==> src/hw/rtl/ipv4_fragment_tracker_macros.svh <==
// Assertion helpers for the fragment tracker RTL.
`ifndef IPV4_FRAGMENT_TRACKER_MACROS_SVH
`define IPV4_FRAGMENT_TRACKER_MACROS_SVH
`ifndef SYNTHESIS
`define IFT_ASSERT_IMP(label, clk, rst_n, ante, cons) \
    label: assert property (@(posedge clk) disable iff (!rst_n) (ante) |-> (cons)) \
        else $error("assertion failed");
`define IFT_ASSERT_NEXT(label, clk, rst_n, ante, cons) \
    label: assert property (@(posedge clk) disable iff (!rst_n) (ante) |=> (cons)) \
        else $error("assertion failed");
`else
`define IFT_ASSERT_IMP(label, clk, rst_n, ante, cons)
`define IFT_ASSERT_NEXT(label, clk, rst_n, ante, cons)
`endif
`endif

==> src/hw/rtl/ift_pkg.sv <==
package ift_pkg;
    localparam logic [2:0] ST_PASS  = 3'd0;
    localparam logic [2:0] ST_ERROR = 3'd1;
    localparam logic [2:0] ST_DUP   = 3'd2;
    localparam logic [2:0] ST_WAIT  = 3'd3;
    localparam logic [2:0] ST_DONE  = 3'd4;
    localparam logic [2:0] ST_FULL  = 3'd5;
    localparam logic [2:0] ST_TICK  = 3'd6;

    typedef enum logic [3:0] {
        S_IDLE, S_CHECK, S_MATCH, S_ALLOC, S_SCAN_RD, S_SCAN,
        S_SHIFT_RD, S_SHIFT_WR, S_INSERT, S_CHAIN_RD, S_CHAIN,
        S_TICK, S_TICK_FIN, S_OUT
    } t_state;

    // Controller commands to datapath
    typedef struct packed {
        logic load;       // capture input item
        logic clr_idx;    // clear walk index
        logic inc_idx;    // advance walk index
        logic take_ctx;   // lock context = walk index
        logic alloc;      // write new context at walk index
        logic restart;    // restart timeout of context at walk index
        logic set_pos;    // pos = walk index
        logic init_shift; // k = n
        logic dec_k;      // k--
        logic rd_store;   // read store at walk index (or k-1 on shift)
        logic rd_shift;
        logic wr_shift;
        logic wr_new;
        logic tick_step;  // age context at walk index
        logic free_ctx;
        logic set_res;    // latch result
        logic [2:0] res_st;
        logic res_idx;    // include context index
        logic res_tot;    // include total
        logic res_exp;
    } t_cmd;

    typedef struct packed {
        logic is_tick;
        logic is_pass;
        logic is_err;
        logic idx_last;  // walk index at last context
        logic idx_end;   // walk index == n (fragment walk)
        logic ctx_match;
        logic ctx_free;
        logic rd_eq;     // stored offset == new offset
        logic rd_gt;
        logic list_full;
        logic k_at_pos;
        logic chain_ok;  // stored offset == running end
        logic last_is_end; // walk index == n-1
        logic rd_last;
    } t_sts;
endpackage

==> src/hw/rtl/ift_ctrl.sv <==
`include "ipv4_fragment_tracker_macros.svh"
module ift_ctrl (
    input  logic          i_clk,
    input  logic          i_rst_n,
    input  logic          i_valid,
    output logic          o_stall,
    output logic          o_valid,
    input  logic          i_stall,
    output ift_pkg::t_cmd o_cmd,
    input  ift_pkg::t_sts i_sts
);
    import ift_pkg::*;

    t_state r_state, n_state;
    logic   r_ovalid, n_ovalid;
    logic   r_found, n_found;

    always_ff @(posedge i_clk) begin
        if (!i_rst_n) begin
            r_state  <= S_IDLE;
            r_ovalid <= 1'b0;
            r_found  <= 1'b0;
        end else begin
            r_state  <= n_state;
            r_ovalid <= n_ovalid;
            r_found  <= n_found;
        end
    end

    assign o_valid = r_ovalid;
    assign o_stall = (r_state != S_IDLE);

    always_comb begin
        n_state  = r_state;
        n_found  = r_found;
        n_ovalid = r_ovalid;
        o_cmd    = '0;
        unique case (r_state)
            S_IDLE: begin
                if (i_valid) begin
                    o_cmd.load    = 1'b1;
                    o_cmd.clr_idx = 1'b1;
                    n_state       = S_CHECK;
                end
            end
            S_CHECK: begin
                n_found = 1'b0;
                if (i_sts.is_tick) n_state = S_TICK;
                else if (i_sts.is_pass) begin
                    o_cmd.set_res = 1'b1; o_cmd.res_st = ST_PASS; n_state = S_OUT;
                end else if (i_sts.is_err) begin
                    o_cmd.set_res = 1'b1; o_cmd.res_st = ST_ERROR; n_state = S_OUT;
                end else n_state = S_MATCH;
            end
            S_MATCH: begin
                if (i_sts.ctx_match) begin
                    o_cmd.take_ctx = 1'b1; o_cmd.restart = 1'b1;
                    o_cmd.clr_idx = 1'b1; n_state = S_SCAN_RD;
                end else if (i_sts.idx_last) begin
                    o_cmd.clr_idx = 1'b1; n_state = S_ALLOC;
                end else o_cmd.inc_idx = 1'b1;
            end
            S_ALLOC: begin
                if (i_sts.ctx_free) begin
                    o_cmd.alloc = 1'b1; o_cmd.take_ctx = 1'b1;
                    o_cmd.restart = 1'b1; o_cmd.clr_idx = 1'b1;
                    n_state = S_SCAN_RD;
                end else if (i_sts.idx_last) begin
                    o_cmd.set_res = 1'b1; o_cmd.res_st = ST_FULL;
                    n_state = S_OUT;
                end else o_cmd.inc_idx = 1'b1;
            end
            S_SCAN_RD: begin
                if (i_sts.idx_end) begin
                    // if no larger offset was seen, append at the tail
                    o_cmd.set_pos = !r_found; n_state = S_SCAN;
                    if (i_sts.list_full) begin
                        o_cmd.set_res = 1'b1; o_cmd.res_st = ST_FULL;
                        o_cmd.res_idx = 1'b1; n_state = S_OUT;
                    end else begin
                        o_cmd.init_shift = 1'b1; n_state = S_SHIFT_RD;
                    end
                end else begin
                    o_cmd.rd_store = 1'b1; n_state = S_SCAN;
                end
            end
            S_SCAN: begin
                if (i_sts.rd_eq) begin
                    o_cmd.set_res = 1'b1; o_cmd.res_st = ST_DUP;
                    o_cmd.res_idx = 1'b1; n_state = S_OUT;
                end else if (i_sts.rd_gt && !r_found) begin
                    // first larger offset fixes the slot; keep scanning for dups
                    o_cmd.set_pos = 1'b1; n_found = 1'b1;
                    o_cmd.inc_idx = 1'b1; n_state = S_SCAN_RD;
                end else begin
                    o_cmd.inc_idx = 1'b1; n_state = S_SCAN_RD;
                end
            end
            S_SHIFT_RD: begin
                if (i_sts.k_at_pos) n_state = S_INSERT;
                else begin
                    o_cmd.rd_shift = 1'b1; n_state = S_SHIFT_WR;
                end
            end
            S_SHIFT_WR: begin
                o_cmd.wr_shift = 1'b1; o_cmd.dec_k = 1'b1;
                n_state = S_SHIFT_RD;
            end
            S_INSERT: begin
                o_cmd.wr_new = 1'b1; o_cmd.clr_idx = 1'b1;
                n_state = S_CHAIN_RD;
            end
            S_CHAIN_RD: begin
                o_cmd.rd_store = 1'b1; n_state = S_CHAIN;
            end
            S_CHAIN: begin
                if (!i_sts.chain_ok) begin
                    o_cmd.set_res = 1'b1; o_cmd.res_st = ST_WAIT;
                    o_cmd.res_idx = 1'b1; n_state = S_OUT;
                end else if (i_sts.last_is_end) begin
                    o_cmd.set_res = 1'b1; o_cmd.res_idx = 1'b1;
                    if (i_sts.rd_last) begin
                        o_cmd.res_st = ST_DONE; o_cmd.res_tot = 1'b1;
                        o_cmd.free_ctx = 1'b1;
                    end else o_cmd.res_st = ST_WAIT;
                    n_state = S_OUT;
                end else begin
                    o_cmd.inc_idx = 1'b1; n_state = S_CHAIN_RD;
                end
            end
            S_TICK: begin
                o_cmd.tick_step = 1'b1;
                if (i_sts.idx_last) n_state = S_TICK_FIN;
                else o_cmd.inc_idx = 1'b1;
            end
            S_TICK_FIN: begin
                // expired count is final once the last aging step has landed
                o_cmd.set_res = 1'b1; o_cmd.res_st = ST_TICK;
                o_cmd.res_exp = 1'b1; n_state = S_OUT;
            end
            S_OUT: begin
                // hold the result until the receiver takes the transfer
                if (!i_stall) begin
                    n_ovalid = 1'b0;
                    n_state  = S_IDLE;
                end
            end
            default: n_state = S_IDLE;
        endcase
        if (o_cmd.set_res) n_ovalid = 1'b1;
    end

    `IFT_ASSERT_IMP(a_no_accept_busy, i_clk, i_rst_n, r_state != S_IDLE, o_stall)
    `IFT_ASSERT_NEXT(a_out_after, i_clk, i_rst_n,
        r_state == S_OUT && !i_stall, r_state == S_IDLE)
    `IFT_ASSERT_IMP(a_valid_in_out, i_clk, i_rst_n, 1'b1, r_ovalid == (r_state == S_OUT))
endmodule

==> config.mk <==
export PLATFORM = sky130hd
export DESIGN_NAME = ift_ctrl
export DESIGN_NICKNAME = d
export VERILOG_FILES = /design/src/hw/rtl/ift_pkg.sv /design/src/hw/rtl/ift_ctrl.sv
export VERILOG_INCLUDE_DIRS = /design/src /design/src/hw/rtl
export SDC_FILE = /design/constraint.sdc
export NUM_CORES = 1
export LEC_CHECK = 0
export ABC_CLOCK_PERIOD_IN_PS = 2300
export BUFFER_PORTS_ARGS = -buffer_cell sky130_fd_sc_hd__buf_2
export CAP_MARGIN = 10
export CELL_PAD_IN_SITES_DETAIL_PLACEMENT = 1
export CELL_PAD_IN_SITES_GLOBAL_PLACEMENT = 2
export CORE_MARGIN = 2
export CORE_UTILIZATION = 26
export CTS_CLUSTER_SIZE = 25
export DETAILED_ROUTE_END_ITERATION = 8
export GPL_TIMING_DRIVEN = 0
export PLACE_DENSITY_LB_ADDON = 0.1
export SKIP_LAST_GASP = 1
export SLEW_MARGIN = 10
export SYNTH_ARGS = -nofsm -noshare
export SYNTH_HDL_FRONTEND = slang
export SYNTH_SLANG_ARGS = --single-unit
==> constraint.sdc <==
create_clock -name i_clk -period 2.3 [get_ports i_clk]
set_input_delay 0.46 -clock i_clk [delete_from_list [all_inputs] [get_ports i_clk]]
set_output_delay 0.46 -clock i_clk [all_outputs]
set_load 0.05 [all_outputs]
==> results.md <==
* Outcome: finished clean
* Worst-Margin Slew at about 0.35 ns
* Reg2Reg Depth at 6
* Largest net degree at the start of global routing at 11
* Die area at a little over 4000 um2
* Worst IR drop on VDD at about 0.83 mV
* Simple-gate share of the synthesized area at 0.406
* Setup CP Type: reg -> out
* Routability cong. at 0.837
* Max Transition Viols Final at 0
* CP Capture Type: output pin
* HPWL after detailed placement at 2820 um
* Leakage power at roughly 0.56 nW
* Initial antenna violation count at 0
* Clock Path Buffers at 2
* EDFF count, synth at 0
* Core area at approximately 3400 um2
* Final worst slack at approximately 0.06 ns
* DRT Pass-1 Iters at 4
* Gr ovfl total at 0
* Post-Syn Instances at ~130
* Cell Area, Synth at about 930 um2
* Final Util at 0.367
* Hold-fix buffers, CTS at 0
* Seq/Total Area, Yosys at 0.129
* YS warnings at 0
* Post-route ant nets at 0
* Fraction of registers with async set or reset after synthesis at 0
* Final period util at 0.974
* CTS clk-pin slew, worst paths at 0.04 ns
* Internal power at 570 uW
* Worst skew pair latency at about 0.23 ns
* Combinational share of power at 0.809
* Synth Area in Compound Gates at 0.307
* Clock power share at 0.064
* Max FO, Critical Path at 10
* DRC violations left at 0
* Largest family of logic cells by synthesized area: simple AND/OR/NAND/NOR gates
* Syn_area_per_cell at 7.30 um2
* Sw power at a little under 900 uW
* Synth cell types at 50
* Rows at 21
* Critical path launch point type: register
* Clock Skews at 0.0000991 ns
* Register bit total from synthesis at 6
* I/O Buffers at about 40
* Sequential power share at 0.128
* Fin nets at approximately 190
* Number of post-CTS setup repair buffers at 0
* TNS Setup at 0 ns
* Pwr dens at between 1000 and 1500 nW/um2
* DR vias/cell at between 5 and 6
* Iter 0 DRT Violations at approximately 40
* Diodes inserted at 0
* R2r endpoint: r_state[0]
* Synthesis-to-layout area growth at 33.2%
* I/O pin count at 42
* Final wirelength at between 3000 and 4000 um
* CTS tree: yes
* Place WS at between 0.15 and 0.2 ns
* Finish-stage setup viols at 0
* DIE HEIGHT at approximately 64 um
* Filler cell count at approximately 460
* Tmin final at about 2.2 ns
* RSZ-0062 raised after global routing: yes
* Required time of the critical path at between 1.5 and 2 ns
* Vias in the first global route at approximately 1100
* Max_slew headroom at 0.761
* Total power after layout at approximately 1.4 mW
* Clock sinks at 6
* Worst reg2reg path startpoint: r_state[2]
* Post-synthesis adder-cell area fraction at 0
* Max-Cap Viols at 0
* Peak Freq at ~450 MHz
* Synthesized Nets at between 100 and 150
* CP arrival at around 1.8 ns
* Total vias in the final route at 1146
* Die X at 64.0 um
* Synth Flop Type: dfxtp_1
* Hold Crit Depth at 2
* Post-synthesis mux area share at 0.0214
* H-Tree Depth at 1
* Sw frac at 0.604
* Hold Path Sink: o_valid
* Cts bufs inserted at 3
* # resized after CTS at 4
* Ratio of cells with drive above 1 in the final layout at 0.459
* CTS root buf: clkbuf_4
* First-pass GRT wire length at ~5700 um
* FF-to-FF setup slack at roughly 0.80 ns
* Initial core utilization at 0.276
* Hold Path Class: in -> reg
* Per-cell routed wire length at ~16 um
* XOR/XNOR Fraction of Synth Area at 0
* Hold wc startpoint: i_rst_n
* Hold Vio Cnt, Final at 0
* Tot GR Track Use at 0.176
worst max-delay path by stage:
stage | startpoint | endpoint | slack (ns) | cells after the start
after CTS | r_state[3] | o_cmd[20] | -0.01 | 6
final | r_state[3] | o_cmd[20] | 0.06 | 6
after detailed placement | r_state[0] | o_cmd[3] | 0.18 | 7
after floorplan | r_state[3] | o_cmd[11] | 0.05 | 3
after global placement | r_state[0] | o_cmd[3] | 0.17 | 7
after global routing | r_state[3] | o_cmd[20] | -0.02 | 6
layer usage:
layer	up-vias	part of all wire	GRT usage
met1	551	0.46	0.244
met5	-	0	0
li1	563	-	-
met2	32	0.49	0.297
met3	0	0.044	0.0106
met4	0	0	0.0408
power groups by stage:
stage	Combinational, mW	Sequential, mW	Clock [mW]
2_1_floorplan	0.866	0.192	0
3_3_place_gp	1.15	0.178	0
3_5_place_dp	1.15	0.179	0
4_1_cts	1.16	0.181	0.0972
5_1_grt	1.25	0.189	0.105
6_report	1.16	0.183	0.0915
flip-flops by register name (all words and copies together), names as in the netlist:
register,flops
o_valid,1
r_found,1
r_state,4
metrics by stage:
stage	hold slack, ns	area, um2	cells
floorplan	0.478	943	128
global placement	0.509	1210	215
detailed placement	0.522	1210	215
CTS	0.502	1240	218
global route	0.514	1240	218
finish	0.510	1240	218
layout by cell type (no fill, tap or decap), types with 3 or more instances in the layout:
cell and count:
dfxtp_1 3, nand3b_1 3, clkbuf_4 3, inv_1 5
nand3_1 6, o21ai_0 4, a21oi_1 6, buf_4 9
dfxtp_2 3, o21ai_1 5, buf_6 4, nor2_1 10
buf_2 40, nor3_1 8, nand2b_1 4, nand2_1 11
cell families (layout without fill, tap and decap cells):
logic type | count (synthesis) | after routing
and+or+nand+nor | 63 | 63
AOI/OAI and AO/OA | 37 | 37
muxes | 2 | 2
buffers and inverters | 20 | 64
DFF | 6 | 6
cells in the mapped netlist, types with 3 or more instances:
master | instances | area share
dfxtp_1 | 6 | 0.13
buf_4 | 8 | 0.064
a21oi_1 | 6 | 0.032
nand2_1 | 11 | 0.044
nand3b_1 | 3 | 0.024
nor3_1 | 8 | 0.043
o21ai_1 | 5 | 0.027
inv_1 | 5 | 0.020
nor2_1 | 11 | 0.044
nand3_1 | 6 | 0.032
o21ai_0 | 4 | 0.021
buf_6 | 3 | 0.036
nand2b_1 | 4 | 0.027
critical path: stages (launching register included):
cell and delay (ns):
dfxtp_2 0.39, buf_4 0.21, buf_4 0.20, nor2_1 0.06
o21ai_0 0.23, a31o_2 0.19, buf_2 0.25
final cells by class:
type	instances	area [um2]	area share
clock buffers	3	22.5	0.0181
well taps	46	57.6	0.0462
inverters	7	26.3	0.0211
repair buffers	41	214	0.172
multi-input cells	102	697	0.560
flip-flops and latches	6	124	0.0995
plain buffers	13	104	0.0834
No activity file was read; power rests on OpenSTA's default activity.
